--- src/hw/rtl/daa_pkg.sv ---
// Package for the daily activity aggregator.
// Holds item, result and configuration types plus fixed constants.
// No dependencies.
`timescale 1ns / 1ps
`default_nettype none
package daa_pkg;

   localparam int unsigned HOURS_PER_DAY    = 24;
   localparam int unsigned MINUTES_PER_HOUR = 60;
   localparam logic [10:0] MAX_ACTIVE_MINUTES = 11'(HOURS_PER_DAY * MINUTES_PER_HOUR);

   localparam logic [1:0] MODE_STEP    = 2'd0;
   localparam logic [1:0] MODE_TIME    = 2'd1;
   localparam logic [1:0] MODE_CONSUME = 2'd2;

   localparam logic [2:0] CSR_STAND_STEPS  = 3'd0;
   localparam logic [2:0] CSR_CADENCE      = 3'd1;
   localparam logic [2:0] CSR_START_HOUR   = 3'd2;
   localparam logic [2:0] CSR_END_HOUR     = 3'd3;
   localparam logic [2:0] CSR_INACT_LIMIT  = 3'd4;

   typedef struct packed {
      logic [1:0]  mode;
      logic [15:0] step_count;
      logic [31:0] now_ms;
      logic [24:0] day_number;
      logic [4:0]  hour;
      logic [5:0]  minute;
   } req_type;

   typedef struct packed {
      logic [31:0] steps_today;
      logic [10:0] active_minutes_today;
      logic [23:0] stood_hours;
      logic        alert_pending;
      logic        alert_taken;
   } rsp_type;

   typedef struct packed {
      logic [15:0] stand_steps_per_hour;
      logic [15:0] active_cadence;
      logic [4:0]  alert_first_hour;
      logic [4:0]  alert_stop_hour;
      logic [31:0] inactivity_limit_ms;
   } cfg_type;

   function automatic logic [31:0] sat_add(input logic [31:0] a, input logic [15:0] b);
      logic [32:0] s;
      s = {1'b0, a} + {17'd0, b};
      return s[32] ? 32'hFFFF_FFFF : s[31:0];
   endfunction

endpackage
`default_nettype wire

--- src/hw/rtl/daa_cfg.sv ---
// Configuration registers of the daily activity aggregator.
// Depends on daa_pkg for the register indexes and cfg_type.
`timescale 1ns / 1ps
`default_nettype none
module daa_cfg
   import daa_pkg::*;
(
   input  wire logic        clock,
   input  wire logic        reset,
   input  wire logic        csr_valid,
   input  wire logic [2:0]  csr_index,
   input  wire logic [31:0] csr_data,
   output cfg_type          cfg
);

   cfg_type cfg_ff;
   cfg_type cfg_in;

   always_comb begin
      cfg_in = cfg_ff;
      if (csr_valid) begin
         case (csr_index)
            CSR_STAND_STEPS: cfg_in.stand_steps_per_hour = csr_data[15:0];
            CSR_CADENCE:     cfg_in.active_cadence       = csr_data[15:0];
            CSR_START_HOUR:  cfg_in.alert_first_hour     = csr_data[4:0];
            CSR_END_HOUR:    cfg_in.alert_stop_hour      = csr_data[4:0];
            CSR_INACT_LIMIT: cfg_in.inactivity_limit_ms  = csr_data;
            default: ;
         endcase
      end
   end

   always_ff @(posedge clock) begin
      if (reset) begin
         cfg_ff.stand_steps_per_hour <= 16'd250;
         cfg_ff.active_cadence       <= 16'd100;
         cfg_ff.alert_first_hour     <= 5'd8;
         cfg_ff.alert_stop_hour      <= 5'd22;
         cfg_ff.inactivity_limit_ms  <= 32'd3600000;
      end else begin
         cfg_ff <= cfg_in;
      end
   end

   assign cfg = cfg_ff;

endmodule
`default_nettype wire

--- src/hw/rtl/daa_state.sv ---
// Activity state registers and the single-pass update for one item.
// Depends on daa_pkg for item, result and configuration types.
`timescale 1ns / 1ps
`default_nettype none
module daa_state
   import daa_pkg::*;
(
   input  wire logic    clock,
   input  wire logic    reset,
   input  wire logic    upd_en,
   input  wire req_type item,
   input  wire cfg_type cfg,
   output rsp_type      result
);

   logic [31:0] day_steps_ff, day_steps_in;
   logic [31:0] minute_steps_ff, minute_steps_in;
   logic [31:0] hour_steps_ff, hour_steps_in;
   logic [10:0] active_total_ff, active_total_in;
   logic [23:0] stood_mask_ff, stood_mask_in;
   logic [24:0] current_day_ff, current_day_in;
   logic        day_known_ff, day_known_in;
   logic [4:0]  current_hour_ff, current_hour_in;
   logic        hour_known_ff, hour_known_in;
   logic [10:0] last_mod_ff, last_mod_in;
   logic        minute_known_ff, minute_known_in;
   logic [31:0] last_step_ff, last_step_in;
   logic        step_seen_ff, step_seen_in;
   logic        alert_fired_ff, alert_fired_in;
   logic        alert_wait_ff, alert_wait_in;
   logic        taken;
   logic [10:0] mod;
   logic [31:0] silence;

   assign mod     = 11'(item.hour * 11'(MINUTES_PER_HOUR)) + {5'd0, item.minute};
   assign silence = item.now_ms - last_step_ff;

   always_comb begin
      day_steps_in    = day_steps_ff;
      minute_steps_in = minute_steps_ff;
      hour_steps_in   = hour_steps_ff;
      active_total_in = active_total_ff;
      stood_mask_in   = stood_mask_ff;
      current_day_in  = current_day_ff;
      day_known_in    = day_known_ff;
      current_hour_in = current_hour_ff;
      hour_known_in   = hour_known_ff;
      last_mod_in     = last_mod_ff;
      minute_known_in = minute_known_ff;
      last_step_in    = last_step_ff;
      step_seen_in    = step_seen_ff;
      alert_fired_in  = alert_fired_ff;
      alert_wait_in   = alert_wait_ff;
      taken           = 1'b0;
      case (item.mode)
         MODE_STEP: begin
            day_steps_in    = sat_add(day_steps_ff, item.step_count);
            minute_steps_in = sat_add(minute_steps_ff, item.step_count);
            hour_steps_in   = sat_add(hour_steps_ff, item.step_count);
            last_step_in    = item.now_ms;
            step_seen_in    = 1'b1;
            alert_fired_in  = 1'b0;
            if (hour_known_ff && hour_steps_in >= {16'd0, cfg.stand_steps_per_hour}
                && current_hour_ff < 5'(HOURS_PER_DAY)) begin
               stood_mask_in = stood_mask_ff | (24'd1 << current_hour_ff);
            end
         end
         MODE_TIME: begin
            if (!day_known_ff) begin
               current_day_in = item.day_number;
               day_known_in   = 1'b1;
            end else if (item.day_number != current_day_ff) begin
               day_steps_in    = '0;
               active_total_in = '0;
               minute_steps_in = '0;
               hour_steps_in   = '0;
               stood_mask_in   = '0;
               alert_fired_in  = 1'b0;
               current_day_in  = item.day_number;
            end
            if (!hour_known_ff) begin
               current_hour_in = item.hour;
               hour_known_in   = 1'b1;
            end else if (item.hour != current_hour_ff) begin
               current_hour_in = item.hour;
               hour_steps_in   = '0;
            end
            if (!minute_known_ff) begin
               last_mod_in     = mod;
               minute_known_in = 1'b1;
            end else if (mod != last_mod_ff) begin
               if (minute_steps_in >= {16'd0, cfg.active_cadence}
                   && active_total_in < MAX_ACTIVE_MINUTES) begin
                  active_total_in = active_total_in + 11'd1;
               end
               minute_steps_in = '0;
               last_mod_in     = mod;
            end
            if (!alert_fired_in && item.hour >= cfg.alert_first_hour
                && item.hour < cfg.alert_stop_hour && step_seen_ff
                && silence > cfg.inactivity_limit_ms) begin
               alert_fired_in = 1'b1;
               alert_wait_in  = 1'b1;
            end
         end
         MODE_CONSUME: begin
            if (alert_wait_ff) begin
               alert_wait_in = 1'b0;
               taken         = 1'b1;
            end
         end
         default: ;
      endcase
   end

   always_ff @(posedge clock) begin
      if (reset) begin
         day_steps_ff    <= '0;
         minute_steps_ff <= '0;
         hour_steps_ff   <= '0;
         active_total_ff <= '0;
         stood_mask_ff   <= '0;
         current_day_ff  <= '0;
         day_known_ff    <= 1'b0;
         current_hour_ff <= '0;
         hour_known_ff   <= 1'b0;
         last_mod_ff     <= '0;
         minute_known_ff <= 1'b0;
         last_step_ff    <= '0;
         step_seen_ff    <= 1'b0;
         alert_fired_ff  <= 1'b0;
         alert_wait_ff   <= 1'b0;
      end else if (upd_en) begin
         day_steps_ff    <= day_steps_in;
         minute_steps_ff <= minute_steps_in;
         hour_steps_ff   <= hour_steps_in;
         active_total_ff <= active_total_in;
         stood_mask_ff   <= stood_mask_in;
         current_day_ff  <= current_day_in;
         day_known_ff    <= day_known_in;
         current_hour_ff <= current_hour_in;
         hour_known_ff   <= hour_known_in;
         last_mod_ff     <= last_mod_in;
         minute_known_ff <= minute_known_in;
         last_step_ff    <= last_step_in;
         step_seen_ff    <= step_seen_in;
         alert_fired_ff  <= alert_fired_in;
         alert_wait_ff   <= alert_wait_in;
      end
   end

   assign result.steps_today          = day_steps_in;
   assign result.active_minutes_today = active_total_in;
   assign result.stood_hours          = stood_mask_in;
   assign result.alert_pending        = alert_wait_in;
   assign result.alert_taken          = taken;

endmodule
`default_nettype wire

--- src/hw/rtl/daily_activity_aggregator_core.sv ---
// An accepted item passes through the input register and then the result register,
// which drives rsp_valid; the state update sits between the two registers.
// Throughput: one item per cycle while the result is not stalled.
// req_stall rises only while an item waits in the input register behind a stalled result.
// Reset (synchronous, active high) empties both registers, clears all activity state
// and loads the configuration registers with their defaults.
`timescale 1ns / 1ps
`default_nettype none
module daily_activity_aggregator_core
   import daa_pkg::*;
(
   input  wire logic        clock,
   input  wire logic        reset,
   input  wire logic        req_valid,
   output logic             req_stall,
   input  wire req_type     req_item,
   output logic             rsp_valid,
   input  wire logic        rsp_stall,
   output rsp_type          rsp_item,
   input  wire logic        csr_valid,
   output logic             csr_ready,
   input  wire logic [2:0]  csr_index,
   input  wire logic [31:0] csr_data
);

   req_type in_ff;
   logic    in_vld_ff, in_vld_in;
   rsp_type out_ff;
   logic    out_vld_ff, out_vld_in;
   rsp_type result;
   cfg_type cfg;
   logic    out_open;
   logic    advance;
   logic    load;

   assign csr_ready = 1'b1;

   daa_cfg u_cfg (
      .clock     (clock),
      .reset     (reset),
      .csr_valid (csr_valid),
      .csr_index (csr_index),
      .csr_data  (csr_data),
      .cfg       (cfg)
   );

   daa_state u_state (
      .clock  (clock),
      .reset  (reset),
      .upd_en (advance),
      .item   (in_ff),
      .cfg    (cfg),
      .result (result)
   );

   assign out_open  = !out_vld_ff || !rsp_stall;
   assign advance   = in_vld_ff && out_open;
   assign req_stall = in_vld_ff && !out_open;
   assign load      = req_valid && !req_stall;

   always_comb begin
      in_vld_in = in_vld_ff;
      if (load) begin
         in_vld_in = 1'b1;
      end else if (advance) begin
         in_vld_in = 1'b0;
      end
      out_vld_in = out_vld_ff;
      if (advance) begin
         out_vld_in = 1'b1;
      end else if (!rsp_stall) begin
         out_vld_in = 1'b0;
      end
   end

   always_ff @(posedge clock) begin
      if (reset) begin
         in_vld_ff  <= 1'b0;
         out_vld_ff <= 1'b0;
      end else begin
         in_vld_ff  <= in_vld_in;
         out_vld_ff <= out_vld_in;
      end
   end

   always_ff @(posedge clock) begin
      if (load) begin
         in_ff <= req_item;
      end
      if (advance) begin
         out_ff <= result;
      end
   end

   assign rsp_valid = out_vld_ff;
   assign rsp_item  = out_ff;

endmodule
`default_nettype wire

--- config.mk ---
export PLATFORM = sky130hd
export DESIGN_NAME = daily_activity_aggregator_core
export DESIGN_NICKNAME = d
export VERILOG_FILES = /design/src/hw/rtl/daa_pkg.sv /design/src/hw/rtl/daa_cfg.sv /design/src/hw/rtl/daa_state.sv /design/src/hw/rtl/daily_activity_aggregator_core.sv
export SDC_FILE = /design/constraint.sdc
export NUM_CORES = 1
export LEC_CHECK = 0
export BUFFER_PORTS_ARGS = -buffer_cell sky130_fd_sc_hd__buf_2
export CORE_AREA = 2 2 290 292
export CTS_BUF_LIST = sky130_fd_sc_hd__clkbuf_4
export DETAILED_ROUTE_END_ITERATION = 16
export DIE_AREA = 0 0 292 294
export GPL_TIMING_DRIVEN = 1
export HOLD_SLACK_MARGIN = 0.05
export PLACE_DENSITY = 0.44
export SYNTH_ARGS = -nofsm -noshare
export SYNTH_HDL_FRONTEND = slang
export SYNTH_SLANG_ARGS = --single-unit
--- constraint.sdc ---
create_clock -name clock -period 7 [get_ports clock]
set_input_delay 0.35 -clock clock [delete_from_list [all_inputs] [get_ports clock]]
set_output_delay 0.35 -clock clock [all_outputs]
set_load 0.05 [all_outputs]
[Word level (Yosys, flattened, before mapping)]
Index checks and enable logic that the tools add are counted.
Cells by class
  add/sub/neg operators: 6
  $mul: 1
  magnitude comparators: 7
  eq/ne operators: 13
  shift operators: 1
  mux-type cells: 46
  bitwise gates (word level): 1
  reduce and logical (&&, ||, !) cells: 31
Operators with widths (count)
  32-bit 2-to-1 mux: 14
  32-bit case mux with 2 select lines: 3
  32-bit by 16-bit adder with 33-bit output: 3
  11-bit 2-to-1 mux: 9
  24-bit 2-to-1 mux: 3
  32-bit by 16-bit greater-or-equal comparator with 1-bit output: 2
  25-bit 2-to-1 mux: 2
  24-bit case mux with 2 select lines: 1
  32-bit greater-than comparator: 1
  32-bit subtractor: 1
  25-bit != test: 1
  24-bit bitwise OR: 1
  1-bit by 5-bit left shift with 24-bit output, first input constant: 1
  2-bit AND reduction: 8
  11-bit by 1-bit adder with 11-bit output, second input constant: 1
  11-bit by 6-bit adder with 11-bit output: 1
  11-bit < comparator, second input constant: 1
  11-bit != test: 1
  1-bit logical AND: 10
  1-bit 2-to-1 mux: 10
  5-bit 2-to-1 mux: 2
  5-bit by 4-bit multiplier with 9-bit output, second input constant: 1
  3-bit AND reduction: 3
  3-bit by 2-bit equality test with 1-bit output, second input constant: 2
  other kinds (16): 24
Word-level totals
  register bits: 439
  output and inout port bits: 72

[Longest topological paths before layout]
Gate-level depths: netlist of the first run.
  depth in word-level cells: 11
  gate-level depth with buffers: 23
  mapped depth without buffers: 23

[Modules after synthesis]
Synthesis of the first run repeated with hierarchy kept, for this count alone.
Second synthesis, totals
  cells, all modules: 2780
  area total of the unflattened synthesis: 24991.5 um^2
Modules (own cells, without submodules)
  daa_state: instances 1, cells each 2318, area each 17175.2 um^2, seq. area each 4164.0 um^2
  daily_activity_aggregator_core: instances 1, cells each 167, area each 4752.1 um^2, seq. area each 4694.5 um^2
  daa_cfg: instances 1, cells each 295, area each 3064.2 um^2, seq. area each 1481.4 um^2

[Least setup slack after synthesis of the first run]
Ideal clock, no wire load.
  path kind: reg2reg
  start: register out_vld_ff, in the netlist rsp_valid
  end: register in_ff[0] (netlist bit), enable pin
  arrival time: 4758 ps
  setup slack: 1703 ps
  cell stages (with the launch flop): 3
  clock period less this slack: 5297 ps
  cells stage by stage: dfxtp_1 and3_1 nor2b_1
On the way
  longest elaborated chain between the ends: 6
Ends and longest elaborated chain
  from (decl): line daily_activity_aggregator_core.sv:29  | logic out_vld_ff, out_vld_in;
  from (signal assigned): line daily_activity_aggregator_core.sv:82  | out_vld_ff <= out_vld_in;
  1-bit logical NOT: line daily_activity_aggregator_core.sv:56  | assign out_open = !out_vld_ff || !rsp_stall;
  1-bit logical OR: line daily_activity_aggregator_core.sv:56
  1-bit logical NOT: line daily_activity_aggregator_core.sv:58  | assign req_stall = in_vld_ff && !out_open;
  1-bit logical AND: line daily_activity_aggregator_core.sv:58
  net req_stall: line daily_activity_aggregator_core.sv:15  | output logic req_stall,
  1-bit logical NOT: line daily_activity_aggregator_core.sv:59  | assign load = req_valid && !req_stall;
  1-bit logical AND: line daily_activity_aggregator_core.sv:59
  to (signal assigned): line daily_activity_aggregator_core.sv:88  | in_ff <= req_item;
  to (decl): line daily_activity_aggregator_core.sv:26  | req_type in_ff;
The timed path passes the listed nets, and every way through them passes these cells.
A chain may end at the register's enable or synchronous reset.

==> results.sh, run 1 <==
export IMPL_r2r_start="in_ff[36]$_DFFE_PP_"
export IMPL_rsz0062_at_grt="no"
export IMPL_grt_antenna_before_repair=6
export IMPL_clock_sinks=439
export IMPL_fin_nets=3555
export IMPL_core_mm2=0.08289
export IMPL_finalHoldViolCount=0
export IMPL_slowest_stage="a211oi_1"
export IMPL_max_freq_mhz=170.5
export IMPL_overflow=0
export IMPL_grt_usage_pct=18.08
export IMPL_synth_nets=3092
export IMPL_synth_edf_count=155
export IMPL_worstHoldPathCells=2
export IMPL_critPathMaxStageDelay_ns=0.70
export IMPL_synth_simple_area_share_pct=16.90
export IMPL_rows=106
export IMPL_postSynthCellCount=2782
export IMPL_cp_data_arrival_time_ns=6.57
export IMPL_grt_pass1_vias=22170
export IMPL_startpoint_type="flop"
export IMPL_dpl_hpwl_um=55330
export IMPL_port_buffers=196
export IMPL_synth_area_mm2=0.02459
export IMPL_gp_congestion=0.8437
export IMPL_ant_nets=0
export IMPL_wirelength_um=78430
export IMPL_clkLatencyLatePin_ns=0.97
export IMPL_grt_pass1_wl_um=122400
export IMPL_synth_top_family_by_area="compound AO/OA/AOI/OAI gates"
export IMPL_fin_crit_ns=5.866
export IMPL_synth_seq_cells=439
export IMPL_criticalPathCategory="reg2reg"
export IMPL_cts_buffers=135
export IMPL_vias=22270
export IMPL_hold_end="in_ff[40]$_DFFE_PP_"
export IMPL_crit_fanout=5
export IMPL_p_leak_nw=12.00
export IMPL_grt_max_degree=86
export IMPL_crit_chain="inv_1 > ha_1 > inv_1 > fa_1 > a211oi_1 > o21ai_0 > a211oi_1 > a311oi_1 > o21ai_0 > a31oi_1 > o21a_1 > nor2_1 > xnor2_1 > ha_1 > nand3_1 > or4_1 > or3_1 > or3_1 > nand4b_1 > a211oi_1 > a31oi_1 > nor2_1"
export IMPL_status="completed"
export IMPL_via_per_inst=5.025
export IMPL_hold_path_class="in2reg"
export IMPL_maxCapViolCount=0
export IMPL_tightestPinTransition_ns=1.248
export IMPL_synthXorXnorAreaFrac_pct=4.167
export IMPL_clk_pin_slew_ns=0.06
export IMPL_fp_dieW_um=292
export IMPL_synthDistinctLibCells=91
export IMPL_synth_fa_ha_area_share_pct=9.729
export IMPL_drt_initial_drc_count=1147
export IMPL_clk_path_buf_depth=3
export IMPL_reg2reg_depth=22
export IMPL_h_tree_depth=4
export IMPL_synthArstFlopShare_pct=0
export IMPL_chipHeight_um=294
export IMPL_dieArea_mm2=0.08585
export IMPL_synth_compound_area_share_pct=21.77
export IMPL_tns_ns=0
export IMPL_p_per_area_mw_per_mm2=218.5
export IMPL_crit_path_frequent_cell="a211oi_1"
export IMPL_r2r_end="rsp_item[1]$_DFFE_PP_"
export IMPL_ys_seq_area_share_pct=42.05
export IMPL_cts_tree="yes"
export IMPL_drive_gt1_share_pct=14.20
export IMPL_final_max_slew_violation_count=0
export IMPL_pin_count=198
export IMPL_firstDrtPassIters=5
export IMPL_ys_warnings_count=0
export IMPL_r2r_slack_ns=1.13
export IMPL_area_growth_pct=25.22
export IMPL_avgRoutedWirePerCell_um=17.69
export IMPL_power_mw=6.726
export IMPL_post_route_period_util_pct=83.80
export IMPL_maxSlewHeadroom_pct=16.56
export IMPL_crit_required_ns=7.70
export IMPL_cts_resized_gates=0
export IMPL_hold_path_startpoint="req_item[40]"
export IMPL_final_setup_viol_count=0
export IMPL_start_util_pct=29.66
export IMPL_muxShareOfSynthArea_pct=0.7836
export IMPL_syn_mean_instance_area_um2=8.839
export IMPL_drc=0
export IMPL_clockRootBuffer="clkbuf_4"
export IMPL_synthFlopType="dfxtp_1"
export IMPL_critPathCaptureType="flop"
export IMPL_ir_drop_mv=0.1042
export IMPL_clock_skew_ns=0.06555
==> cells by family (layout without fill, tap and decap cells) <==
group | after synthesis | count (layout)
DFF | 439 | 439
muxes | 19 | 19
buffers and inverters | 292 | 861
adders and majority gates | 184 | 184
AOI/OAI and AO/OA | 818 | 818
and+or+nand+nor | 912 | 912
other | 1 | 3
xor gates and xnor gates | 117 | 117
==> Yosys cell counts (all sizes together) (17+ instances only) <==
cell    count  area [µm²]
inv       158       593.1
a21o       52       390.4
dfxtp     284        5685
o21a       32       240.2
clkbuf    116       435.4
xor2       18       157.7
nor2b      26       162.7
and3       31       193.9
and2       31       193.9
a22oi      29       217.7
nand4      31       209.0
a32o       53       530.5
mux2i      17       170.2
a211oi     26       195.2
nor2      175       656.9
nor3       39       195.2
edfxtp    155        4654
nor4       20       137.6
ha        172        2152
xnor2      99       867.1
a21oi     264        1321
nand2b     17       106.4
nand2     444        1667
a31oi      37       246.5
nand3      44       220.2
o21ai     158       798.3
o211ai     44       335.3
==> layout make-up <==
type / count / area (µm²)
timing repair buffer: 458 / 3537
clock buffer: 198 / 1486
antenna: 2 / 5.005
multi-input combinational: 2051 / 13160
fill: 8485 / 52100
inverter: 160 / 603.1
clock inverter: 45 / 312.8
tap: 1080 / 1351
sequential: 439 / 10340
==> critical path, delay by kind of cell, from the launching register on <==
kind            cells  cell delay (ns)
simple gates        7             1.75
xor+xnor            1             0.08
flops               1             0.38
compound gates      9             2.42
fa+ha+maj           3             0.88
buf+inv             2             0.13
==> through the flow <==
stage               hold slack, ns  setup WS (ns)  util (%)  instances  instance area (µm²)
floorplan                   0.4363          1.703         -       2782                24590
global placement            0.4423          1.098     32.16       3955                26650
detailed placement          0.4463          1.053     32.16       3955                26650
CTS                        0.05030          1.060     37.14       4431                30790
global route               0.07389         0.6164     37.15       4433                30790
finish                      0.1643          1.134     37.15       4433                30790
==> metal layers <==
| metal | track usage, % | share of wire [%] |
|---|---|---|
| met3 | 3.497 | 5.0 |
| met5 | 0 | 0.043 |
| met1 | 23.10 | 46 |
| met2 | 30.54 | 47 |
| met4 | 5.972 | 1.9 |
==> how the worst max path moves through the flow <==
| stage | from | end |
|---|---|---|
| 6_report | in_ff[36]$_DFFE_PP_ | rsp_item[1]$_DFFE_PP_ |
| 5_1_grt | in_ff[36]$_DFFE_PP_ | rsp_item[1]$_DFFE_PP_ |
| 4_1_cts | in_ff[36]$_DFFE_PP_ | rsp_item[1]$_DFFE_PP_ |
| 3_5_place_dp | in_ff[36]$_DFFE_PP_ | rsp_item[1]$_DFFE_PP_ |
| 3_3_place_gp | in_ff[36]$_DFFE_PP_ | rsp_item[1]$_DFFE_PP_ |
| 2_1_floorplan | rsp_valid$_SDFFE_PP0P_ | in_ff[0]$_DFFE_PP_ |
==> sequential cells by signal (all words and copies together) (netlist names), 24 cells and up <==
register                 flops
u_state.hour_steps_ff       32
in_ff                       86
u_state.minute_steps_ff     32
u_state.stood_mask_ff       24
u_state.last_step_ff        32
u_state.current_day_ff      25
rsp_item                    69
u_cfg.cfg                   74
u_state.day_steps_ff        32
==> cell usage in the layout (no fill, tap or decap), drive strengths merged, types with 44 or more instances in the layout <==
cell type    count
a21o            52
a21oi          264
a32o            53
buf            225
clkbuf         198
dfxtp          284
dlygate4sd3    233
edfxtp         155
ha             172
inv            163
nand2          444
nand3           44
nor2           175
o211ai          44
o21ai          158
xnor2           99
==> power breakdown <==
group          switching [mW]  internal, mW
sequential             0.0887          2.74
combinational           0.725         0.513
clock                    1.23          1.42
total                    2.05          4.68
==> what timing repair did <==
action	4_1_cts	5_1_grt
setup endpoints to repair	0	0
hold endpoints to repair	256	0
buffers inserted	0	0
hold buffers	233	0
(Power assumes the default switching activity.)
==> inputs of run 2 (changes only) <==
Clock period 7 ns to 6 ns, I/O delays scaled along.
==> results.sh, run 2 (synthesis gave the netlist of run 1 again) <==
export IMPL_wl_met2_um=36730
export IMPL_rows=106
export IMPL_r2r_end="rsp_item[13]$_DFFE_PP_"
export IMPL_criticalPathCategory="reg2reg"
export IMPL_core_mm2=0.08289
export IMPL_intPower_mw=5.458
export IMPL_whs_ns=0.1763
export IMPL_r2r_start="in_ff[68]$_DFFE_PP_"
export IMPL_worstHoldPathCells=2
export IMPL_cts_tree="yes"
export IMPL_critPathCaptureType="flop"
export IMPL_maxCapViolCount=0
export IMPL_vias=22740
export IMPL_reg2reg_depth=21
export IMPL_hold_path_startpoint="req_item[81]"
export IMPL_drive_gt1_share_pct=14.55
export IMPL_startpoint_type="flop"
export IMPL_start_util_pct=29.66
export IMPL_hold_end="in_ff[81]$_DFFE_PP_"
export IMPL_p_per_area_mw_per_mm2=251.5
export IMPL_dr_max_layer_used="met5"
export IMPL_tightestPinTransition_ns=1.284
export IMPL_crit_chain="ha_1 > fa_1 > a211oi_1 > nor2_1 > o21ai_2 > a21o_2 > or4_1 > buf_4 > nand2_1 > ha_1 > a21oi_1 > o21ai_0 > a2111oi_0 > a21oi_1 > o31ai_1 > o2111ai_1 > a2111oi_0 > nand4_1 > buf_4 > buf_12 > a32o_1"
export IMPL_post_route_period_util_pct=92.61
export IMPL_fp_dieW_um=292
export IMPL_comb_power_share_pct=19.0
export IMPL_dieArea_mm2=0.08585
export IMPL_crit_fanout=24
export IMPL_clock_skew_ns=0.04620
export IMPL_crit_required_ns=6.68
export IMPL_final_setup_viol_count=0
export IMPL_p_clk_share_pct=38.9
export IMPL_rsz0062_at_grt="no"
export IMPL_largest_reg_flops=86
export IMPL_grt_pass1_wl_um=123300
export IMPL_power_frac_seq_pct=42.1
export IMPL_maxSlewHeadroom_pct=14.39
export IMPL_clockRootBuffer="clkbuf_4"
export IMPL_slowest_stage="edfxtp_1"
export IMPL_drc=0
export IMPL_wirelength_um=79450
export IMPL_fin_crit_ns=5.557
export IMPL_gp_congestion=0.8404
export IMPL_h_tree_depth=4
export IMPL_fin_nets=3591
export IMPL_grt_pass1_vias=22110
export IMPL_critPathMaxStageDelay_ns=0.45
export IMPL_drt_initial_drc_count=1559
export IMPL_grt_antenna_before_repair=7
export IMPL_top_register="in_ff"
export IMPL_finalHoldViolCount=0
export IMPL_dpl_hpwl_um=55490
export IMPL_cts_buffers=135
export IMPL_grt_max_degree=161
export IMPL_p_switching_mw=2.375
export IMPL_pin_count=198
export IMPL_final_util_pct=37.57
export IMPL_port_buffers=196
export IMPL_p_leak_nw=12.15
export IMPL_final_max_slew_violation_count=0
export IMPL_status="completed"
export IMPL_r2r_slack_ns=0.44
export IMPL_hold_path_class="in2reg"
export IMPL_avgRoutedWirePerCell_um=17.76
export IMPL_grt_usage_pct=18.19
export IMPL_clock_sinks=439
export IMPL_firstDrtPassIters=5
export IMPL_cp_data_arrival_time_ns=6.24
export IMPL_area_growth_pct=26.66
export IMPL_ir_drop_mv=0.1215
export IMPL_layout_commonest_cell="nand2_1"
export IMPL_final_cell_mix="444 x nand2_1, 284 x dfxtp_1, 263 x a21oi_1"
export IMPL_wl_met1_um=36910
export IMPL_chipHeight_um=294
export IMPL_tns_ns=0
export IMPL_clk_pin_slew_ns=0.06
export IMPL_via_per_inst=5.084
export IMPL_power_share_switching_pct=30.32
export IMPL_ant_nets=0
export IMPL_max_freq_mhz=180.0
export IMPL_overflow=0
export IMPL_clkLatencyLatePin_ns=0.95
export IMPL_clk_path_buf_depth=3
export IMPL_wl_met3_um=3793
run 2: changes by cell type in the layout (fill, tap and decap cells not counted), sizes merged:
cell | before | now
clkbuf | 198 | 204
inv | 163 | 162
dlygate4sd3 | 233 | 257
bufinv | 3 | 2
diode | 2 | 5
clkinv | 39 | 31
clkinvlp | 0 | 7
buf | 225 | 236
run 2: worst max-delay path by stage:
stage / start / endpoint / slack [ns] / cells after the start
3_5_place_dp: in_ff[68]$_DFFE_PP_ / rsp_item[4]$_DFFE_PP_ / 0.08 / 20
5_1_grt: in_ff[41]$_DFFE_PP_ / u_state.alert_wait_ff$_SDFFE_PP0P_ / 0.12 / 20
6_report: in_ff[68]$_DFFE_PP_ / rsp_item[13]$_DFFE_PP_ / 0.44 / 21
4_1_cts: in_ff[68]$_DFFE_PP_ / rsp_item[11]$_DFFE_PP_ / 0.08 / 20
3_3_place_gp: in_ff[68]$_DFFE_PP_ / rsp_item[8]$_DFFE_PP_ / 0.19 / 20
2_1_floorplan: rsp_valid$_SDFFE_PP0P_ / in_ff[0]$_DFFE_PP_ / 0.70 / 2
run 2: timing repair:
| item | CTS | global route |
|---|---|---|
| setup endpoints to repair | 0 | 50 |
| setup buffers | 0 | 1 |
| gates resized for setup | 0 | 2 |
| hold buffers | 257 | 0 |
| endpoints found under the hold margin | 225 | 0 |
run 2: cell type report:
cell class              instances  area (µm²)
flip-flops and latches        439       10340
repair buffers                494        3910
inverters                     160       603.1
diodes                          5       12.51
multi-input cells            2051       13160
fillers                      8422       51750
clock buffers                 203        1524
clock inverters                42       242.7
well taps                    1080        1351
run 2: layer usage:
| metal | GRT usage, % | vias up |
|---|---|---|
| met5 | 0 | - |
| li1 | - | 11130 |
| met1 | 23.70 | 10880 |
| met4 | 6.475 | 6 |
| met2 | 30.09 | 584 |
| met3 | 3.346 | 142 |
run 2: power by group through the flow:
stage	sequential (mW)	clock, mW	combinational, mW
final	3.30	3.05	1.49
after global routing	3.31	3.35	1.66
after CTS	3.30	3.18	1.48
after detailed placement	3.36	0	1.35
after global placement	3.36	0	1.34
after floorplan	3.40	0	0.919
run 2: worst max-delay path: cells and delay by family (launching register included):
family	cells	cell delay [ns]
buf+inv	3	0.56
fa+ha+maj	3	1.02
simple gates	4	0.52
flops	1	0.45
compound gates	11	2.72
run 2: per-stage QoR:
| step | power [mW] | area (µm²) | std cells | setup slack [ns] |
|---|---|---|---|---|
| 3_5_place_dp | 4.717 | 26750 | 3965 | 0.08264 |
| 5_1_grt | 8.313 | 31140 | 4474 | 0.1216 |
| 4_1_cts | 7.964 | 31090 | 4467 | 0.07799 |
| 3_3_place_gp | 4.701 | 26750 | 3965 | 0.1885 |
| 2_1_floorplan | 4.314 | 24590 | 2782 | 0.7026 |
| 6_report | 7.833 | 31140 | 4474 | 0.4432 |
